## src/hw/rtl/mstsched_ram.sv

```systemverilog
// Generic single-port-write, single-read RAM with registered read.
// No dependencies.
`timescale 1ns / 1ps
module mstsched_ram #(
   parameter int Width = 8,
   parameter int Depth = 16
) (
   input  logic                     clock,
   input  logic                     wr_en,
   input  logic [$clog2(Depth)-1:0] wr_addr,
   input  logic [Width-1:0]         wr_data,
   input  logic [$clog2(Depth)-1:0] rd_addr,
   output logic [Width-1:0]         rd_data
);
   logic [Width-1:0] mem [Depth];
   always_ff @(posedge clock) begin
      if (wr_en) mem[wr_addr] <= wr_data;
      rd_data <= mem[rd_addr];
   end
endmodule

```

## config.mk

```make
export PLATFORM = sky130hd
export DESIGN_NAME = mstsched_ram
export DESIGN_NICKNAME = d
export VERILOG_FILES = /design/src/hw/rtl/mstsched_ram.sv
export SDC_FILE = /design/constraint.sdc
export NUM_CORES = 1
export LEC_CHECK = 0
export ABC_AREA = 1
export BUFFER_PORTS_ARGS = -buffer_cell sky130_fd_sc_hd__buf_2
export CAP_MARGIN = 20
export CORE_MARGIN = 2
export CORE_UTILIZATION = 55
export CTS_CLUSTER_SIZE = 14
export DETAILED_ROUTE_END_ITERATION = 8
export GPL_TIMING_DRIVEN = 0
export PLACE_DENSITY = 0.79
export SYNTH_ARGS = -nofsm -noshare
export SYNTH_HDL_FRONTEND = slang
export SYNTH_SLANG_ARGS = --single-unit
export TNS_END_PERCENT = 100
```

## constraint.sdc

```tcl
create_clock -name clock -period 1.4 [get_ports clock]
set_input_delay 0.28 -clock clock [delete_from_list [all_inputs] [get_ports clock]]
set_output_delay 0.28 -clock clock [all_outputs]
set_load 0.01 [all_outputs]
```

Word level (Yosys, flattened, before mapping)
Memory sizes are Yosys's and may differ from the RTL's. A register that Yosys moved wholly into a read port is not among the register bits.
Index checks and enable logic that the tools add are counted.
{ "op_classes": {"mux": 2} }
{ "ops": {"columns": ["cell", "count"], "rows": [
  ["$mux W1", 2]
]} }
{ "totals": {"ram_bits": 128, "regBits": 0, "inputBits": 18, "out_inout_bits": 8, "n_memories": 1, "word_cells": 3} }
{ "mem_list": {"columns": ["name", "words", "word_bits", "rd", "rd_ports_with_merged_regs", "wr", "line_no", "text"], "rows": [
  ["mem", 16, 8, 1, 1, 1, "15", "logic [Width-1:0] mem [Depth];"]
]} }

Logic depth before layout (Yosys ltp)
{ "depth": {"depth_word": 2, "depth_mapped": 8, "ltp_nobuf": 7} }

Worst setup path before layout
Ideal clock, no wire load.
{ "synth_timing": {"path_type": "input to register", "startpoint": "input wr_addr[2]", "endpoint": "memory mem[10][0] (enable)", "required_time_ns": 1.030, "setup_ns": 0.370, "stages": 2, "t_arrival_ns": 0.861, "setup_slack_ns": 0.169, "cell_sequence": "nand3b_1 -> nor2_1"} }
{ "synth_lines": {"columns": ["item", "line_no", "text"], "rows": [
  ["start, declared", "10", "input logic [$clog2(Depth)-1:0] wr_addr,"],
  ["end, declared", "15", null]
]} }
Straight into the memory's write port.

Final worst setup path
{ "layout_timing": {"startpoint": "register rd_data[0] (read register of mem)", "endpoint": "output rd_data[0]"} }
{ "layout_lines": {"columns": ["item", "line_no", "text"], "rows": [
  ["start, declared", "13", "output logic [Width-1:0] rd_data"]
]} }
No word-level cell between the ends.

==> results.txt <==
----------------------------------------------------
[Cells and area]
  Area added between synthesis and finish ... 15.2%
  Antenna cells ... 0
  Most common cell after layout, fill and taps aside ... sky130_fd_sc_hd__nand2_1
  Number of nets in the layout ... slightly above 600
  Fraction of final layout cells with drive strength greater than 1 ... 12.6%
  Most frequent cells in the layout ... sky130_fd_sc_hd__nand2_1 (173), sky130_fd_sc_hd__edfxtp_1 (128), sky130_fd_sc_hd__inv_1 (100)
  Final core area utilization ... between 60% and 70%
  Non-filler cells in the finished layout ... about 740

[Drt]
  Number of violations reported at the end of detailed-routing iteration 0 ... 437
  DRT antenna net count ... 0
  Post-DR vias/cell ... approximately 5.4
  Total Wirelength ... about 14,000 um
  First drt pass iteration count ... 5
  Wire length per cell ... 18.5 um
  Drc violations ... 0
  Via Count ... ~4,000

[Place]
  RePlAce Congestion ... 0.941
  Worst setup slack after placement ... -0.335 ns
  Number of buffers inserted by port buffering ... 22
  Placed Cells incl. Taps ... 709
  Detailed Place HPWL ... around 8800 um

[Setup path]
  Crit end category ... primary output
  Launch instance of the worst register-to-register path ... mem[12][3]
  Cell-by-cell trace of the critical path ... buf_2
  Count of buffer and inverter cells on the critical path ... 1
  Slowest stage delay, CP ... 0.31 ns
  Kind of cell with the highest combined delay on the critical path ... flip-flops
  Critical Path Source Type ... flip-flop
  Worst-path fanout max ... 1
  Crit-path slowest cell ... sky130_fd_sc_hd__dfxtp_1
  Crit path launch ... rd_data[0]
  Critical Path RT ... about 1.1 ns
  Arrival @ worst endpoint ... approximately 0.97 ns
  Path type of the worst setup path ... reg2out

[Clock tree]
  Post-CTS clock slew at the launch and capture registers of the worst setup and hold paths ... 0.06 ns
  Post-cts sizing count ... 0
  Clock tree from TritonCTS ... yes
  Clock Root Buffer ... sky130_fd_sc_hd__clkbuf_8
  H-tree depth ... 4
  Num CTS Buffers ... 17
  CTS Buffer Depth ... 2
  Hold buffers post-CTS ... 0
  Skew-Pair Late Insertion Delay ... 0.54 ns
  Post-CTS Setup Repair Bufs ... 0
  Sinks on Clock Net ... 136

[STA]
  Max Freq ... 0.803 GHz
  Setup WS post-layout ... between 0.15 and 0.2 ns
  Count of final max-slew check failures ... 0
  Final period demand of the worst path ... between 1 and 1.5 ns
  Fin crit share ... 89.0%
  Slew margin rel. ... 40.7%
  Worst Max-Slew Pin Slew ... between 0.8 and 0.9 ns
  RSZ-0062 raised after global routing ... false
  Number of setup violations in the final report ... 0
  Setup TNS ... 0 ns
  Clock skew after layout ... 0.00497 ns
  Number of failing hold endpoints at the final stage ... 0

[Pwr]
  Power, Total ... 9.67 mW
  Power per cell area ... around 1500 nW/um^2
  Leakage power figure ... 2.91 nW
  Maximum VDD drop ... around 1000 uV

[GRT]
  Sum of overflow across all layers after global routing ... 0
  First-pass GRT wire length ... ~21,000 um
  Via count of the first global-routing pass ... 3,967
  Overall fraction of global-route tracks in use ... between 20% and 30%
  Antenna violations before repair ... 0
  Largest net degree at the start of global routing ... 17

[Synthesis]
  Number of distinct library cells after synthesis ... 12
  Synthesized Nets ... between 500 and 600
  Leading post-synthesis cells by cell area ... sky130_fd_sc_hd__edfxtp_1 (67%), sky130_fd_sc_hd__nand2_1 (11%), sky130_fd_sc_hd__nand3_1 (8.4%), sky130_fd_sc_hd__inv_1 (6.5%), sky130_fd_sc_hd__dfxtp_1 (2.8%)
  Post-synthesis sequential area ratio ... ~69%
  Synthesized instance count ... around 550
  Cell type with the highest aggregate area in the netlist ... sky130_fd_sc_hd__edfxtp_1
  Total number of yosys warnings ... 0
  Average footprint of a synthesized cell ... around 10 um^2
  Area of the mapped netlist ... 5770 um^2
  Count of state elements after synthesis ... 136
  Area share of the leading cell type in the synthesized netlist ... about two thirds

[Floorplan]
  Die X-Extent ... 106 um
  Starting utilization of the core area ... 56.4%
  Floorplan die height ... 106 um
  Cell Rows ... 37
  Total Die Area ... 11,300 um^2
  I/O pin total ... 26
  Core area ... around 10,000 um^2

[Job]
  Max-cap violation count ... 0

[Worst hold path]
  Worst hold-check path type ... in2reg
  Startpoint of the most critical hold path ... wr_data[4]

[Run status]
  Status ... completed

----------------------------------------------------
[cells by family after synthesis]
family / Yosys count / share of synthesized area (%)
buf+inv: 126 / 9.52
simple gates: 289 / 21.0
flops: 136 / 69.4
[state kept, by name, indices dropped and copies added, names as in the netlist]
signal and flops:
mem 128, rd_data 8
[area by class of cell]
| class | instances | area, um^2 |
|---|---|---|
| Buffer | 24 | 166 |
| Fill cell | 747 | 3590 |
| Inverter | 102 | 383 |
| Clock buffer | 23 | 477 |
| Timing Repair Buffer | 22 | 110 |
| Sequential cell | 136 | 4000 |
| Multi-Input combinational cell | 289 | 1210 |
| Tap cell | 136 | 170 |
| Clock inverter | 9 | 121 |
[metal layers]
metal / vias to the layer above / share of wire, % / track usage (%)
li1: 1858 / - / -
met1: 1898 / 41 / 35.6
met2: 213 / 46 / 40.7
met3: 41 / 9.9 / 6.56
met4: 0 / 3.0 / 11.9
met5: - / 0 / 0
[through the flow]
step	area [um^2]	hold WS (ns)
floorplan	5770	0.379
detailed placement	6050	0.673
CTS	6650	0.152
finish	6650	0.163
global placement	6050	0.674
global route	6650	0.169
[report_power, final]
part / internal (mW) / switching [mW] / total [mW]
Combinational: 0.175 / 0.426 / 0.601
Sequential: 4.55 / 0.0234 / 4.58
Clock: 2.88 / 1.61 / 4.50
Total: 7.61 / 2.06 / 9.67
[synthesized netlist by cell type]
master / number
sky130_fd_sc_hd__nand3b_1: 2
sky130_fd_sc_hd__dfxtp_1: 8
sky130_fd_sc_hd__buf_4: 4
sky130_fd_sc_hd__inv_2: 2
sky130_fd_sc_hd__buf_6: 6
sky130_fd_sc_hd__nand2_1: 173
sky130_fd_sc_hd__buf_1: 1
sky130_fd_sc_hd__nor2_1: 17
sky130_fd_sc_hd__nand3_1: 97
sky130_fd_sc_hd__inv_1: 100
sky130_fd_sc_hd__buf_2: 13
sky130_fd_sc_hd__edfxtp_1: 128
[final timing paths]
| check | cells after the start | to | slack [ns] |
|---|---|---|---|
| max | 1 | rd_data[0] | 0.15 |
| min | 1 | mem[0][4] | 0.16 |
| max reg2reg | 6 | rd_data[3] | 0.36 |
| min reg2reg | 6 | rd_data[0] | 0.70 |
Note: power is estimated with default switching activity, not from simulation.
