### config.mk
export PLATFORM = sky130hd
export DESIGN_NAME = mstsched_div
export DESIGN_NICKNAME = d
export VERILOG_FILES = /design/src/hw/rtl/mstsched_div.sv
export SDC_FILE = /design/constraint.sdc
export NUM_CORES = 1
export LEC_CHECK = 0
export BUFFER_PORTS_ARGS = -buffer_cell sky130_fd_sc_hd__buf_2
export CAP_MARGIN = 20
export CELL_PAD_IN_SITES_DETAIL_PLACEMENT = 1
export CELL_PAD_IN_SITES_GLOBAL_PLACEMENT = 2
export CORE_UTILIZATION = 35
export CTS_CLUSTER_SIZE = 25
export DETAILED_ROUTE_END_ITERATION = 6
export HOLD_SLACK_MARGIN = 0.02
export PLACE_DENSITY_LB_ADDON = 0.1
export SETUP_SLACK_MARGIN = 0.4
export SLEW_MARGIN = 15
export SYNTH_ARGS = -nofsm -noshare
export SYNTH_HDL_FRONTEND = slang
export SYNTH_SLANG_ARGS = --single-unit
### constraint.sdc
create_clock -name clock -period 3.08 [get_ports clock]
set_input_delay 0.154 -clock clock [delete_from_list [all_inputs] [get_ports clock]]
set_output_delay 0.154 -clock clock [all_outputs]
set_load 0.01 [all_outputs]
### src/hw/rtl/mstsched_div.sv
// Serial 64 by 32 bit unsigned divider, one quotient bit per cycle.
// No dependencies.
`timescale 1ns / 1ps
module mstsched_div (
   input  logic        clock,
   input  logic        reset,
   input  logic        start,
   input  logic [63:0] dividend,
   input  logic [31:0] divisor,
   output logic        done,
   output logic [63:0] quotient
);
   logic [63:0] q_ff, q_in;
   logic [32:0] r_ff, r_in;
   logic [31:0] d_ff, d_in;
   logic [6:0]  n_ff, n_in;
   logic        busy_ff, busy_in, done_ff, done_in;
   logic [32:0] trial;

   always_comb begin
      q_in = q_ff; r_in = r_ff; d_in = d_ff; n_in = n_ff;
      busy_in = busy_ff; done_in = 1'b0;
      trial = {r_ff[31:0], q_ff[63]};
      if (start) begin
         q_in = dividend; r_in = '0; d_in = divisor; n_in = 7'd64; busy_in = 1'b1;
      end else if (busy_ff) begin
         if (trial >= {1'b0, d_ff}) begin
            r_in = trial - {1'b0, d_ff};
            q_in = {q_ff[62:0], 1'b1};
         end else begin
            r_in = trial;
            q_in = {q_ff[62:0], 1'b0};
         end
         n_in = n_ff - 7'd1;
         if (n_ff == 7'd1) begin
            busy_in = 1'b0; done_in = 1'b1;
         end
      end
   end

   always_ff @(posedge clock) begin
      if (reset) begin
         busy_ff <= 1'b0; done_ff <= 1'b0; n_ff <= '0;
      end else begin
         busy_ff <= busy_in; done_ff <= done_in; n_ff <= n_in;
      end
      q_ff <= q_in; r_ff <= r_in; d_ff <= d_in;
   end

   // zero divisor gives zero, as a slot without period reads
   assign done = done_ff;
   assign quotient = (d_ff == 32'd0) ? 64'd0 : q_ff;
endmodule

Word level (Yosys, flattened, before mapping)
Cells that the tools add are included.
{ "totals": {"out_inout_bits": 65, "in_bits": 99, "reg_bits": 137} }
{ "classes": {"magnitude_cmp": 1, "muxes": 11, "eq_ne": 1, "add_sub_neg": 2, "reduce_logical": 4, "bitwise_logic": 1} }
{ "ops": {"columns": ["cell", "n"], "rows": [
  ["2-to-1 mux 64 bit", 3],
  [">= comparator 33 x 32 -> 1 bit", 1],
  ["logical NOT 32 bit", 1],
  ["2-to-1 mux 32 bit", 1],
  ["subtractor 32 bit", 1],
  ["2-to-1 mux 7 bit", 2],
  ["== test 7 x 1 -> 1 bit (second input constant)", 1],
  ["subtractor 7 x 1 -> 7 bit (second input constant)", 1],
  ["2-to-1 mux 1 bit", 5],
  ["OR reduction 3 bit", 1],
  ["nonzero test 2 bit", 1],
  ["OR reduction 2 bit", 1],
  ["inverter 1 bit", 1]
]} }

Depth between registers and ports, before layout
{ "depth": {"depth_word": 4, "ltp_mapped": 14, "mapped_depth_nobuf": 12} }

Least setup slack after synthesis
No wires, ideal clock.
{ "synth_path": {"kind": "reg-to-reg", "from": "register d_ff[6]", "to": "register r_ff[1]", "synth_period_minus_slack_ps": 2573, "setup_slack_ps": 507, "setup_ps": 59, "arrival_ps": 2514, "stages_incl_launch_ff": 13, "cell_sequence": "edfxtp_1 inv_1 ha_1 a21oi_2 nand2_1 o21ai_2 a311oi_2 a21o_1 a211o_2 and2_4 buf_6 a2111oi_4 a31o_1"} }
{ "synth_between": {"elab_chain_cells": 2} }
{ "synth_lines": {"columns": ["element", "line_no", "source"], "rows": [
  ["from (decl)", "15", "logic [31:0] d_ff, d_in;"],
  ["from (signal assigned)", "47", "q_ff <= q_in; r_ff <= r_in; d_ff <= d_in;"],
  [">= comparator 33 x 32 -> 1 bit", "27", "if (trial >= {1'b0, d_ff}) begin"],
  ["2-to-1 mux 32 bit", "27", null],
  ["to (signal assigned)", "47", null],
  ["to (decl)", "14", "logic [32:0] r_ff, r_in;"]
]} }
No other way between the ends.
A chain may end at the register's enable or synchronous reset.

Worst setup path in the final report
{ "layout_path": {"from": "register d_ff[9]", "to": "register r_ff[3]"} }
Same word-level chain as after synthesis.

==> results.md <==
- Status: completed
- Layout cell share with drive strength beyond 1: 0.396
- Largest net degree at the start of global routing: 65
- Synth Cell Area: just under 8000 sq um
- GRT overflow: 0
- Setup crit start kind: flop
- Clock buffer depth: 2
- Routed len/inst: roughly 19 um
- PD cells: between 500 and 600 nW/um^2
- Sequential share of power: 0.400
- DP Wirelength: 16,600 um
- Initial drt markers: 216
- Crit path largest cell delay: approximately 0.39 ns
- Ant. Diodes: 0
- First-pass GRT wire length: about 38,000 um
- Internal cell power: 3.93 mW
- Avg Cell Area, Syn: about 10 sq um
- I/O pin cnt: between 150 and 200
- Min-delay src: dividend[53]
- Max VDD drop: roughly 0.28 mV
- Worst-Margin Slew: 0.656 ns
- Maximum capacitance violations: 0
- Seq/Total Area, Yosys: 0.474
- CTS tree: built
- Post-synthesis async set-or-reset flop share: 0
- Clock slew at reported path FFs: around 0.080 ns
- Number of synthesized register bits: roughly 140
- Row count: 54
- Commonest non-fill, non-tap cell in the layout: buf_2
- Net switching power: 1.80 mW
- Clock root cell: clkbuf_16
- H-tree depth: 4
- Post-route minimum period: about 2.7 ns
- FF-to-FF path depth: 11
- Core area: approximately 22,000 sq um
- Prevailing post-synth register cell: edfxtp_1
- Worst skew pair latency: about 0.43 ns
- P_leak: roughly 4.6 nW
- Post-route clock period utilization: 0.881
- Synthesized net count: slightly below 900
- Antenna Nets Post-Route: 0
- Crit path DAT: 3.05 ns
- Synth cell types: between 60 and 70
- Die area: around 23,000 sq um
- Largest family of logic cells by synthesized area: simple AND/OR/NAND/NOR gates
- CP cell instances: inv_1, ha_1, nand4_1, nand2_1, o21ai_4, a311oi_4, a21o_1, a211o_4, nand2_8, or3_1, a311oi_1
- Worst R2R End: r_ff[3]$_SDFFE_PP0P_
- Synth Area in Compound Gates: 0.134
- Total Routed Length: between 20,000 and 30,000 um
- Rel. slew slack: 0.563
- Clock power share: 0.347
- CP endpoint kind: flop
- Unrepaired setup endpoints after global routing: true
- Pre-antenna DRT Iters: 4
- Final max-slew violation count: 0
- XOR/XNOR share of the synthesized area: 0.0348
- Critical-path maximum fanout: 7
- Initial antenna violation count: 0
- Area Overhead vs Synth: 44.5%
- Buf/Inv on CP: 1
- GR Util All Layers: 0.218
- Sink Count: roughly 140
- Critical Path RT: between 3 and 4 ns
- Hold Path End: q_ff[53]$_DFFE_PP_
- Hold Path Class: primary input to flop
- Detailed-route DRC error count: 0
- Routed via count: ~6,800
- Comb power frac: 0.253
- Avg Vias per Cell: ~5.1
- Fin. Hold Viols: 0
- Starting density of the core: 0.358
- Worst flop-to-flop path startpoint: d_ff[9]$_DFFE_PP_
- Syn. warnings: 0
- Die Ht: 151 um
- WS Path Type: flop to flop
- I/O Buffers: around 160
- R2R setup slack: 0.37 ns
- Worst setup startpoint: d_ff[9]$_DFFE_PP_
- Synth Area in Simple Gates: 0.164
- Inst Count DP: roughly 1,200
- Switching Share: 0.314
- Post-synthesis mux area share: 0.0949
- CP max-delay cell: ha_1
- Post-Route Setup TNS: 0 ns
- Final Non-Filler Cells: roughly 1,300
- CTS Buf Count: 17
- RePlAce Congestion: between 0.8 and 0.9
- Post-synth EDFFs: 96
- Adder-cell share of the synthesized area: 0.0570
- Worst hold slack: just under 0.04 ns
- Family with the most delay on the worst path: compound AO/OA/AOI/OAI gates
- Most frequent cells in the layout: buf_2, edfxtp_1, dlygate4sd3_1, nor2b_1, mux2_2
- Worst Hold Path Cells: 2
- Max Clk Rate: 0.368 GHz
- Clk_skew: 0.0124 ns
- Width of the die: roughly 150 um
- Nets@finish: ~1,200
- Vias in the first global route: about 7,300
- Finish-stage setup viols: 0
- Mapped Cells: 750
Yosys cell counts, types with 8 or more instances:
cell | instances | share of area
edfxtp_1 | 96 | 0.37
nand2_1 | 75 | 0.036
nor2b_1 | 67 | 0.054
mux2_2 | 64 | 0.092
nor2_1 | 56 | 0.027
dfxtp_1 | 41 | 0.11
inv_1 | 41 | 0.020
a21oi_1 | 36 | 0.023
ha_1 | 34 | 0.054
clkbuf_1 | 28 | 0.013
o21ai_0 | 20 | 0.013
a311oi_1 | 18 | 0.020
xnor2_1 | 18 | 0.020
a21o_1 | 14 | 0.013
xor2_1 | 13 | 0.015
nor4_1 | 11 | 0.0088
nor3_1 | 10 | 0.0064
o21a_1 | 9 | 0.0087
a211oi_1 | 8 | 0.0077
layout make-up:
| type | count | area (sq um) |
|---|---|---|
| Clock buffer | 17 | 425 |
| Clock inverter | 15 | 131 |
| Fill cell | 2396 | 10500 |
| Inverter | 42 | 158 |
| Multi-Input combinational cell | 536 | 4380 |
| Sequential cell | 137 | 3710 |
| Tap cell | 280 | 350 |
| Timing Repair Buffer | 292 | 2140 |
per-layer routing:
| layer | part of all wire | vias up | global-route usage | routed length, um |
|---|---|---|---|---|
| li1 | - | 3264 | - | - |
| met1 | 0.42 | 3325 | 0.260 | 10700 |
| met2 | 0.51 | 172 | 0.374 | 12800 |
| met3 | 0.057 | 25 | 0.0675 | 1450 |
| met4 | 0.014 | 0 | 0.0655 | 353 |
| met5 | 0 | - | 0 | 0 |
worst register-to-register path: stages (launching register included):
cell      delay (ns)
edfxtp_1        0.36
inv_1           0.05
ha_1            0.39
nand4_1         0.17
nand2_1         0.16
o21ai_4         0.07
a311oi_4        0.27
a21o_1          0.22
a211o_4         0.19
nand2_8         0.10
or3_1           0.38
a311oi_1        0.26
worst max path at each step:
stage / slack [ns] / cells after the start / to
3_5_place_dp: 0.007 / 12 / r_ff[19]$_SDFFE_PP0P_
3_3_place_gp: 0.05 / 11 / r_ff[31]$_SDFFE_PP0P_
2_1_floorplan: 0.51 / 12 / r_ff[1]$_SDFFE_PP0P_
5_1_grt: 0.22 / 11 / r_ff[3]$_SDFFE_PP0P_
6_report: 0.37 / 11 / r_ff[3]$_SDFFE_PP0P_
4_1_cts: 0.37 / 11 / r_ff[31]$_SDFFE_PP0P_
power by group through the flow:
stage	Clock, mW	Sequential, mW	Combinational (mW)
floorplan	0	2.27	0.776
global placement	0	2.31	1.10
detailed placement	0	2.32	1.12
CTS	2.03	2.28	1.29
global route	2.11	2.31	1.58
finish	1.99	2.29	1.45
kinds of logic after synthesis:
logic type	after synthesis
fa+ha+maj	35
mux	66
xor+xnor	31
buf+inv	78
flops	137
simple gates	258
compound gates	145
flip-flops by register name, summed over array words and instances, names as in the netlist:
register and flops:
busy_ff 1, n_ff 7, d_ff 32, r_ff 32
done 1, q_ff 64
per-stage QoR:
step	instance area, sq um	util	setup WS, ns	power [mW]
global placement	8960	0.411	0.0500	3.41
global route	11300	0.517	0.220	6.00
floorplan	7810	-	0.507	3.04
finish	11300	0.517	0.366	5.73
CTS	10600	0.487	0.368	5.60
detailed placement	8960	0.411	0.00656	3.44
timing repair:
| item | 4_1_cts | 5_1_grt |
|---|---|---|
| resized for setup | 34 | 98 |
| pin swaps | 14 | 35 |
| setup buffers | 14 | 12 |
| hold buffers | 82 | 2 |
| hold endpoints to repair | 83 | 2 |
| gates cloned | 1 | 4 |
| setup endpoints to repair | 33 | 96 |
(Power assumes the default switching activity.)
